**config.mk**
```make
export PLATFORM = sky130hd
export DESIGN_NAME = divisor_sum_unit_flat
export DESIGN_NICKNAME = d
export VERILOG_FILES = /design/src/hdl/dsu_pkg.sv /design/src/hdl/dsu_if.sv /design/src/hdl/dsu_ctrl.sv /design/src/hdl/dsu_dpath.sv /design/src/hdl/divisor_sum_unit.sv /design/src/flat_wrapper.sv
export SDC_FILE = /design/constraint.sdc
export NUM_CORES = 1
export LEC_CHECK = 0
export BUFFER_PORTS_ARGS = -buffer_cell sky130_fd_sc_hd__buf_2
export CORE_MARGIN = 3
export CORE_UTILIZATION = 30
export CTS_BUF_LIST = sky130_fd_sc_hd__clkbuf_8
export DETAILED_ROUTE_END_ITERATION = 10
export GPL_TIMING_DRIVEN = 1
export PLACE_DENSITY_LB_ADDON = 0.3
export REMOVE_ABC_BUFFERS = 1
export SLEW_MARGIN = 20
export SYNTH_ARGS = -nofsm -noshare
export SYNTH_HDL_FRONTEND = slang
export SYNTH_HIERARCHICAL = 1
export SYNTH_SLANG_ARGS = --single-unit
```
**constraint.sdc**
```tcl
create_clock -name clk -period 4.36 [get_ports clk]
set_input_delay 0.436 -clock clk [delete_from_list [all_inputs] [get_ports clk]]
set_output_delay 0.436 -clock clk [all_outputs]
set_load 0.1 [all_outputs]
```
**src/hdl/dsu_pkg.sv**
```systemverilog
package dsu_pkg;

	localparam int unsigned NUM_BITS = 32;
	localparam int unsigned SUM_BITS = NUM_BITS + 3;
	localparam int unsigned CNT_W    = $clog2(NUM_BITS + 1);

	typedef enum logic [2:0] {
		ST_IDLE,
		ST_START,
		ST_DIV,
		ST_CHECK,
		ST_FINISH
	} state_t;

	// controller -> datapath
	typedef struct packed {
		logic load;      // capture n, seed sum and trial divisor
		logic div_start; // arm the divider for the current d
		logic div_step;  // one restoring step
		logic accum;     // fold in d and n/d when d divides n, then d++
		logic out_load;  // move result into the output register
	} cmd_t;

	// datapath -> controller
	typedef struct packed {
		logic trivial;   // n is 0 or 1: no trial division needed
		logic div_last;  // final divider step this cycle
		logic quo_lt_d;  // n/d < d, scan is over
		logic out_free;  // output register can take a new result
	} stat_t;

endpackage

```
**src/hdl/dsu_if.sv**
```systemverilog
interface dsu_in_if;
	logic                         valid;
	logic                         ready;
	logic [dsu_pkg::NUM_BITS-1:0] number_in;

	modport source (output valid, output number_in, input ready);
	modport sink   (input valid, input number_in, output ready);
endinterface

interface dsu_out_if;
	logic                         valid;
	logic                         ready;
	logic [dsu_pkg::SUM_BITS-1:0] divisor_sum;
	logic                         bad_input;

	modport source (output valid, output divisor_sum, output bad_input, input ready);
	modport sink   (input valid, input divisor_sum, input bad_input, output ready);
endinterface

```
**src/hdl/dsu_ctrl.sv**
```systemverilog
module dsu_ctrl (
	input  logic            clk,
	input  logic            arst_n,
	input  logic            in_valid,
	output logic            in_ready,
	input  dsu_pkg::stat_t  stat,
	output dsu_pkg::cmd_t   cmd
);

	dsu_pkg::state_t state_q, state_d;

	always_ff @(posedge clk or negedge arst_n) begin
		if (!arst_n) begin
			state_q <= dsu_pkg::ST_IDLE;
		end else begin
			state_q <= state_d;
		end
	end

	always_comb begin
		state_d  = state_q;
		cmd      = '0;
		in_ready = 1'b0;
		case (state_q)
			dsu_pkg::ST_IDLE: begin
				in_ready = 1'b1;
				if (in_valid) begin
					cmd.load = 1'b1;
					state_d  = dsu_pkg::ST_START;
				end
			end
			dsu_pkg::ST_START: begin
				if (stat.trivial) begin
					state_d = dsu_pkg::ST_FINISH;
				end else begin
					cmd.div_start = 1'b1;
					state_d       = dsu_pkg::ST_DIV;
				end
			end
			dsu_pkg::ST_DIV: begin
				cmd.div_step = 1'b1;
				if (stat.div_last) begin
					state_d = dsu_pkg::ST_CHECK;
				end
			end
			dsu_pkg::ST_CHECK: begin
				if (stat.quo_lt_d) begin
					state_d = dsu_pkg::ST_FINISH;
				end else begin
					cmd.accum = 1'b1;
					state_d   = dsu_pkg::ST_START;
				end
			end
			dsu_pkg::ST_FINISH: begin
				if (stat.out_free) begin
					cmd.out_load = 1'b1;
					state_d      = dsu_pkg::ST_IDLE;
				end
			end
			default: begin
				state_d = dsu_pkg::ST_IDLE;
			end
		endcase
	end

endmodule

```
**src/hdl/dsu_dpath.sv**
```systemverilog
module dsu_dpath (
	input  logic                         clk,
	input  logic                         arst_n,
	input  logic [dsu_pkg::NUM_BITS-1:0] number_in,
	input  dsu_pkg::cmd_t                cmd,
	output dsu_pkg::stat_t               stat,
	output logic                         out_valid,
	input  logic                         out_ready,
	output logic [dsu_pkg::SUM_BITS-1:0] divisor_sum,
	output logic                         bad_input
);

	localparam int unsigned NB = dsu_pkg::NUM_BITS;
	localparam int unsigned SB = dsu_pkg::SUM_BITS;
	localparam int unsigned CW = dsu_pkg::CNT_W;

	logic [NB-1:0] n_q;
	logic [NB-1:0] d_q;
	logic [SB-1:0] sum_q;
	logic          bad_q;
	logic [NB-1:0] rem_q;
	logic [NB-1:0] quo_q;
	logic [CW-1:0] cnt_q;

	logic          out_valid_q;
	logic [SB-1:0] out_sum_q;
	logic          out_bad_q;

	logic [NB:0]   rem_sh;
	logic          sub_ok;
	logic [NB:0]   rem_diff;
	logic [SB-1:0] q_add;

	// restoring divider, one quotient bit per cycle
	assign rem_sh   = {rem_q, quo_q[NB-1]};
	assign sub_ok   = rem_sh >= {1'b0, d_q};
	assign rem_diff = rem_sh - {1'b0, d_q};

	// d is counted once when it equals n/d
	assign q_add = (quo_q == d_q) ? '0 : SB'(quo_q);

	always_ff @(posedge clk) begin
		if (cmd.load) begin
			n_q   <= number_in;
			d_q   <= NB'(2);
			bad_q <= (number_in == '0);
			if (number_in == '0) begin
				sum_q <= '0;
			end else if (number_in == NB'(1)) begin
				sum_q <= SB'(1);
			end else begin
				sum_q <= SB'(number_in) + SB'(1);
			end
		end
		if (cmd.div_start) begin
			rem_q <= '0;
			quo_q <= n_q;
			cnt_q <= CW'(NB);
		end
		if (cmd.div_step) begin
			rem_q <= sub_ok ? rem_diff[NB-1:0] : rem_sh[NB-1:0];
			quo_q <= {quo_q[NB-2:0], sub_ok};
			cnt_q <= cnt_q - CW'(1);
		end
		if (cmd.accum) begin
			if (rem_q == '0) begin
				sum_q <= sum_q + SB'(d_q) + q_add;
			end
			d_q <= d_q + NB'(1);
		end
	end

	always_ff @(posedge clk or negedge arst_n) begin
		if (!arst_n) begin
			out_valid_q <= 1'b0;
		end else if (cmd.out_load) begin
			out_valid_q <= 1'b1;
		end else if (out_ready) begin
			out_valid_q <= 1'b0;
		end
	end

	always_ff @(posedge clk) begin
		if (cmd.out_load) begin
			out_sum_q <= sum_q;
			out_bad_q <= bad_q;
		end
	end

	assign stat.trivial  = (n_q[NB-1:1] == '0);
	assign stat.div_last = (cnt_q == CW'(1));
	assign stat.quo_lt_d = (quo_q < d_q);
	assign stat.out_free = !out_valid_q || out_ready;

	assign out_valid   = out_valid_q;
	assign divisor_sum = out_sum_q;
	assign bad_input   = out_bad_q;

endmodule

```
**src/hdl/divisor_sum_unit.sv**
```systemverilog
// Sum of divisors by trial division. Each item n yields sigma(n) and a flag for
// n == 0 (sum 0). Trial divisors d = 2, 3, ... share one restoring divider that
// makes one quotient bit per cycle; each d is armed, stepped NUM_BITS times and
// then checked, and the scan stops at the first d whose quotient falls below d.
// Inputs 0 and 1 need no trial division. One item is worked at a time; the
// result sits in an output register, and a new item is taken as soon as the
// result is latched there.
module divisor_sum_unit (
	input  logic      clk,
	input  logic      arst_n,
	dsu_in_if.sink    item,
	dsu_out_if.source result
);

	dsu_pkg::cmd_t  cmd;
	dsu_pkg::stat_t stat;

	dsu_ctrl u_ctrl (
		.clk      (clk),
		.arst_n   (arst_n),
		.in_valid (item.valid),
		.in_ready (item.ready),
		.stat     (stat),
		.cmd      (cmd)
	);

	dsu_dpath u_dpath (
		.clk         (clk),
		.arst_n      (arst_n),
		.number_in   (item.number_in),
		.cmd         (cmd),
		.stat        (stat),
		.out_valid   (result.valid),
		.out_ready   (result.ready),
		.divisor_sum (result.divisor_sum),
		.bad_input   (result.bad_input)
	);

	a_bad_zero: assert property (@(posedge clk) disable iff (!arst_n)
		result.valid && result.bad_input |-> result.divisor_sum == '0)
		else $error("flagged result with nonzero sum");

	a_good_nonzero: assert property (@(posedge clk) disable iff (!arst_n)
		result.valid && !result.bad_input |-> result.divisor_sum != '0)
		else $error("valid input gave zero sum");

	a_busy_after_accept: assert property (@(posedge clk) disable iff (!arst_n)
		item.valid && item.ready |=> !item.ready)
		else $error("new beat taken while item in progress");

endmodule
```
**src/flat_wrapper.sv**
```systemverilog
// flat-port wrapper written by rule: the top's interface ports become plain ports
module divisor_sum_unit_flat 
  (clk, arst_n, item_valid, item_number_in, item_ready, result_valid, result_divisor_sum, result_bad_input, result_ready);
  dsu_in_if item_i ();
  dsu_out_if result_i ();
  input  logic clk;
  input  logic arst_n;
  input wire logic [$bits(item_i.valid)-1:0] item_valid;
  input wire logic [$bits(item_i.number_in)-1:0] item_number_in;
  output wire logic [$bits(item_i.ready)-1:0] item_ready;
  output wire logic [$bits(result_i.valid)-1:0] result_valid;
  output wire logic [$bits(result_i.divisor_sum)-1:0] result_divisor_sum;
  output wire logic [$bits(result_i.bad_input)-1:0] result_bad_input;
  input wire logic [$bits(result_i.ready)-1:0] result_ready;
  assign item_i.valid = item_valid;
  assign item_i.number_in = item_number_in;
  assign item_ready = item_i.ready;
  assign result_valid = result_i.valid;
  assign result_divisor_sum = result_i.divisor_sum;
  assign result_bad_input = result_i.bad_input;
  assign result_i.ready = result_ready;
  divisor_sum_unit u_core (.clk(clk), .arst_n(arst_n), .item(item_i), .result(result_i));
endmodule
```
# Yosys cells after proc, flatten, opt, wreduce, memory -nomap -nowiden
# Cells that the tools add are included.
[totals] ff_bits=210 word_cells=72
[classes] eq_ne=10 n_reduce_logical=10 addsub=6 magnitude_cmp=2 mux=33
[op_table] op="32-bit two-way mux" n=8
[op_table] op="35-bit two-way mux" n=3
[op_table] op="35-bit by 32-bit adder with 35-bit output" n=2
[op_table] op="33-bit two-way mux" n=2
[op_table] op="32-bit zero test" n=2
[op_table] op="32-bit by 1-bit adder with 33-bit output (second input constant)" n=1
[op_table] op="33-bit by 32-bit greater-or-equal comparator with 1-bit output" n=1
[op_table] op="32-bit by 1-bit adder with 32-bit output (second input constant)" n=1
[op_table] op="32-bit by 1-bit equality test with 1-bit output (second input constant)" n=1
[op_table] op="32-bit equality test" n=1
[op_table] op="32-bit < comparator" n=1
[op_table] op="32-bit subtractor" n=1
[op_table] op="31-bit zero test" n=1
[op_table] op="3-bit two-way mux" n=5
[op_table] op="3-bit one-hot mux with 5 select lines" n=1
[op_table] op="1-bit two-way mux" n=12
[op_table] op="6-bit two-way mux" n=2
[op_table] op="3-bit by 2-bit equality test with 1-bit output (second input constant)" n=2
[op_table] op="6-bit by 1-bit equality test with 1-bit output (second input constant)" n=1
[op_table] op="2-bit nonzero test" n=3
[op_table] op="6-bit by 1-bit subtractor with 6-bit output (second input constant)" n=1
[op_table] op="2-bit by 1-bit inequality test with 1-bit output (second input constant)" n=2
[op_table] op="3-bit by 1-bit equality test with 1-bit output (second input constant)" n=1
[op_table] op="3-bit equality test (second input constant)" n=1
[op_table] op="5 further kinds" n=5

# Logic depth before layout (Yosys ltp)
[logic_depth] word_depth=6 ltp_mapped=22 depth_no_buf=21

# Modules after synthesis
# Netlist, hierarchy kept.
[by_module_without_submodules] module="dsu_dpath" cells_per_inst=1313 area_each_um2=13910.8 seq_area_each_um2=5860.6 n_inst=1
[by_module_without_submodules] module="dsu_ctrl" cells_per_inst=24 area_each_um2=198.9 seq_area_each_um2=75.1 n_inst=1

# Worst setup path before layout
# OpenSTA, ideal clock, no wires.
[synth_path] kind="register -> register" from="reg u_core.u_ctrl.state_q[1]" to="reg u_core.u_dpath.sum_q[14]" setup_ns=0.070 period_less_slack_ns=4.894 t_arrival_ns=4.824 setup_slack_ns=-0.534 required_ns=4.290 path_buffers=3 path_stages_with_launch=9 cell_sequence="dfrtp_1 clkbuf_1 nor3_1 and2_1 and2_1 clkbuf_1 clkbuf_1 a221oi_1 a21oi_1"
[synth_rtl] item="start, declared" line_no="dsu_ctrl.sv:10" source="dsu_pkg::state_t state_q, state_d;"
[synth_rtl] item="start signal, assigned" line_no="dsu_ctrl.sv:14" source="state_q <= dsu_pkg::ST_IDLE;"
[synth_rtl] item="start signal, assigned" line_no="dsu_ctrl.sv:16" source="state_q <= state_d;"
[synth_rtl] item="end signal, assigned" line_no="dsu_dpath.sv:52" source="sum_q <= SB'(number_in) + SB'(1);"
[synth_rtl] item="end signal, assigned" line_no="dsu_dpath.sv:67" source="sum_q <= sum_q + SB'(d_q) + q_add;"
[synth_rtl] item="end, declared" line_no="dsu_dpath.sv:19" source="logic [SB-1:0] sum_q;"

# Worst setup path after layout
[layout_path] from="reg u_core.u_dpath.quo_q[24]" to="reg u_core.u_dpath.sum_q[34]"
[layout_between] elab_chain_len=5
[layout_rtl] item="start, declared" line_no="dsu_dpath.sv:22" source="logic [NB-1:0] quo_q;"
[layout_rtl] item="start signal, assigned" line_no="dsu_dpath.sv:57" source="quo_q <= n_q;"
[layout_rtl] item="start signal, assigned" line_no="dsu_dpath.sv:62" source="quo_q <= {quo_q[NB-2:0], sub_ok};"
[layout_rtl] item="32-bit equality test" line_no="dsu_dpath.sv:40" source="assign q_add = (quo_q == d_q) ? '0 : SB'(quo_q);"
[layout_rtl] item="32-bit two-way mux" line_no="dsu_dpath.sv:40"
[layout_rtl] item="35-bit by 32-bit adder with 35-bit output" line_no="dsu_dpath.sv:67"
[layout_rtl] item="35-bit two-way mux" line_no="dsu_dpath.sv:66" source="if (rem_q == '0) begin"
[layout_rtl] item="35-bit two-way mux *" line_no="dsu_dpath.sv:65" source="if (cmd.accum) begin"
# Mark *: on every way between the ends. The rest lies on a longest branch, timed or not.
# A chain may end at the register's enable or synchronous reset.

==> impl_summary.md <==
Floorplan
The starting density of the core is 30.8%. The die is 223 um wide. The count of standard-cell rows is 78. The floorplan core area is 45900 um^2. The die outline area is about 50000 um^2. In this run the vertical extent of the chip is 223 um.

During I/O placement, the number of pins put on the boundary was 74.

Timing
For this run, the top clock speed supported by timing is 211 MHz. The slew of the pin with the lowest slew margin is 1.11 ns. The minimum period implied by the final worst setup slack is 4.74 ns.

Setup repair after global routing could not meet its margin everywhere. The final period utilization is 109%. Summed over all failing endpoints, the final setup total negative slack is -4.44 ns. The relative max-transition margin is 26.2%. The smallest setup slack after layout is -0.380 ns.

The final hold slack is around 0.14 ns. Setup violations remaining at the end of the flow were counted as 17. Clock skew on the completed layout was measured at 0.0331 ns. The number of max-slew violations in the final report came to 0. The final hold violation count was 0.

Logic synthesis
In this run, synthesis produced a sequential element count of 210. In this run the biggest area consumer among cell types represents around 36% of the synthesized area. After synthesis, the mean cell area works out to 10.6 um^2. The yosys synthesis warning count is 6. Sequential cells were found to cover between 40% and 50% of the synthesized design area. The unique cell type count in the Yosys netlist is 80. The gate count of the mapped netlist is 1337.

The post-synthesis instance area is ~14000 um^2. Sorting the synthesized cells by area gives the leading types as edfxtp_1 (36%), ha_1 (9.0%), dfxtp_1 (5.0%). In the synthesized netlist the dominant register cell turns out to be edfxtp_1. Of all cell types, the one taking the most synthesized area is edfxtp_1. Counting flops with a built-in enable in the synthesized netlist gives ~170. The async set-or-reset flop fraction in the synthesized netlist is 1.90%.

Detailed routing
The post-detailed-route via-to-cell ratio is 5.04. The number of DRC markers after the initial detailed-route iteration is 710. The average wire length per cell after detail routing is 18.0 um. For this run, design rule violations remaining after detail routing come to 0. The number of routed nets with antenna violations is 0. Summing over every cut layer, the via total after detailed routing is about 12000.

Summed over all layers, the routed wires come to about 40000 um. The number of iterations in the first detailed-routing pass is 5.

Placement
The cell area after placement is roughly 17000 um^2. The port buffer count is 73. The HPWL after detailed placement is 30900 um.

The placement-stage worst setup slack is -0.780 ns. The last weighted congestion value of the routability-driven placer is 0.843.

Worst setup path
In this design, the largest share of critical-path delay is due to compound AO/OA/AOI/OAI gates. The data required time at the worst endpoint is 4.83 ns. Data on the critical path arrives at its endpoint at 5.21 ns.

The launching element type of the critical path is a flop. Counting both buffers and inverters, the worst setup path holds a total of 5. The sort of element at the end of the critical path is a flop.

The maximum fanout encountered on the critical timing path is 8. The signal on the critical path passes through ha_1 -> nand4_1 -> nor4_1 -> buf_4 -> inv_2 -> nor3_4 -> nand2_1 -> buf_6 -> buf_6 -> buf_12 -> and2_4 -> fa_1 -> ha_1 -> a21o_1 -> a211o_1 -> a41o_1 -> a221oi_2 -> o21ai_2 -> a211oi_2 -> nor2b_1 -> o211ai_1 -> mux2i_1. The path type of the worst setup path is flop to flop. The critical-path cell with the highest stage delay is fa_1. The maximum single-stage delay on the critical path is 0.44 ns.

Clocking
The H-tree generated during clock tree synthesis spans 2 levels. Clock-pin slew was measured on the worst setup and hold paths at around 0.06 ns. TritonCTS built the clock tree. The number of clock buffers added by TritonCTS is 37. The clock tree buffer depth is 3. The clock insertion delay at the later pin of the skew report is 0.55 ns. CTS placed an instance of clkbuf_8 at the clock tree root. The clock sink count is 210.

Global route
The via count of the first global-routing pass is between 10000 and 15000. The global-route wire length before repair is roughly 64000 um. The initial antenna violation count was 0.

The global router's overall resource usage is 16.2%. After global routing the overflow that remains totals 0. Entering global routing, the biggest net connects 71 pins.

Run
Across the run, the number of max-cap violations was 0.

Status
The flow ran to the end, but the final reports show violations. The final reports fail on setup timing.

Cells and area
The number of nets in the finished design is 1827. The synthesis-to-layout area growth is 28.9%. In the final layout, the share of cells above drive strength 1 is 29.6%.

In the layout the commonest cells are buf_4 (225), edfxtp_1 (171), ha_1 (89), a21oi_1 (87), nor2_1 (85). The final instance area is 18200 um^2. In the final layout, flip-flops and latches occupy 5940 um^2. The multi-input gate area in the final layout is 8270 um^2. Fill cells in the final layout number 4470. The library cell used most frequently in the layout, excluding fill and tap cells, is buf_4.

Hold path
In this run the worst hold path is classified as input pin to flop.
-- repair_timing --
action,in CTS,in global routing
buffers inserted,15,21
resized for setup,57,62
cloned,0,1
hold buffers,1,0
endpoints found under the hold margin,4,0
endpoints found under the setup margin,24,24
pin swaps,60,66
-- synthesized netlist by cell type, drive strengths merged (27+ instances only) --
master,count
edfxtp,171
ha,102
a21oi,98
nor2,88
nand2,77
xnor2,69
and2,62
inv,59
o21ai,55
xor2,45
nand3,41
dfxtp,35
fa,34
a21o,32
mux2,32
nand4,32
clkbuf,29
nor4,27
-- cell type report --
type | count | area share, %
clock buffers | 39 | 2.95
well taps | 600 | 4.13
flip-flops and latches | 210 | 32.6
inverters | 59 | 1.22
diodes | 1 | 0.0138
repair buffers | 320 | 12.9
clock inverters | 28 | 0.633
multi-input cells | 1027 | 45.5
-- routing by layer --
layer | global-route usage (%) | wire length, um
met5 | 0 | 0
met3 | 2.12 | 1410
met2 | 26.3 | 18800
met1 | 22.0 | 19300
met4 | 6.23 | 1580
-- kinds of logic after synthesis --
logic type | after synthesis | synth area share, %
xor+xnor | 114 | 7.08
simple gates | 425 | 15.7
mux | 47 | 3.62
fa+ha+maj | 136 | 13.9
flops | 210 | 42.1
compound gates | 305 | 14.6
buf+inv | 100 | 3.04
-- worst register-to-register path, stage by stage (launching register included) --
cell      delay [ns]
edfxtp_1        0.42
ha_1            0.31
nand4_1         0.14
nor4_1          0.25
buf_4           0.18
inv_2           0.04
nor3_4          0.11
nand2_1         0.08
buf_6           0.15
buf_6           0.12
buf_12          0.12
and2_4          0.15
fa_1            0.44
ha_1            0.30
a21o_1          0.17
a211o_1         0.29
a41o_1          0.24
a221oi_2        0.24
o21ai_2         0.13
a211oi_2        0.29
nor2b_1         0.08
o211ai_1        0.22
mux2i_1         0.20
-- sequential cells by signal, summed over array words and instances, names as in the netlist, 3 cells and up --
| register | cells |
|---|---|
| u_core/u_dpath/rem_q | 32 |
| u_core/u_dpath/sum_q | 35 |
| u_core/u_dpath/d_q | 32 |
| u_core/u_ctrl/state_q | 3 |
| u_core/u_dpath/cnt_q | 6 |
| u_core/u_dpath/quo_q | 32 |
| u_core/u_dpath/n_q | 32 |
| u_core/u_dpath/divisor_sum | 35 |
-- path summary, 6_finish.rpt --
check / startpoint / end / cells past startpoint / slack [ns]
max: u_core/u_dpath/quo_q[24] / u_core/u_dpath/sum_q[34] / 22 / -0.38
min: item_number_in[18] / u_core/u_dpath/n_q[18] / 1 / 0.14
max reg2reg: u_core/u_dpath/quo_q[24] / u_core/u_dpath/sum_q[34] / 22 / -0.38
min reg2reg: u_core/u_dpath/bad_q / u_core/u_dpath/bad_input / 0 / 0.43
max in group asynchronous: arst_n / u_core/u_ctrl/state_q[1] / 2 / 4.01
min in group asynchronous: arst_n / u_core/u_ctrl/state_q[0] / 2 / 0.23
-- per-stage QoR --
stage / std cells / utilization, %
2_1_floorplan: 1296 / -
3_3_place_gp: 2182 / 36.4
3_5_place_dp: 2182 / 36.4
4_1_cts: 2264 / 38.6
5_1_grt: 2283 / 39.6
6_report: 2284 / 39.6
Power is not shown: default switching activity piles up to over one toggle a cycle in this logic, so the estimate is an artifact.
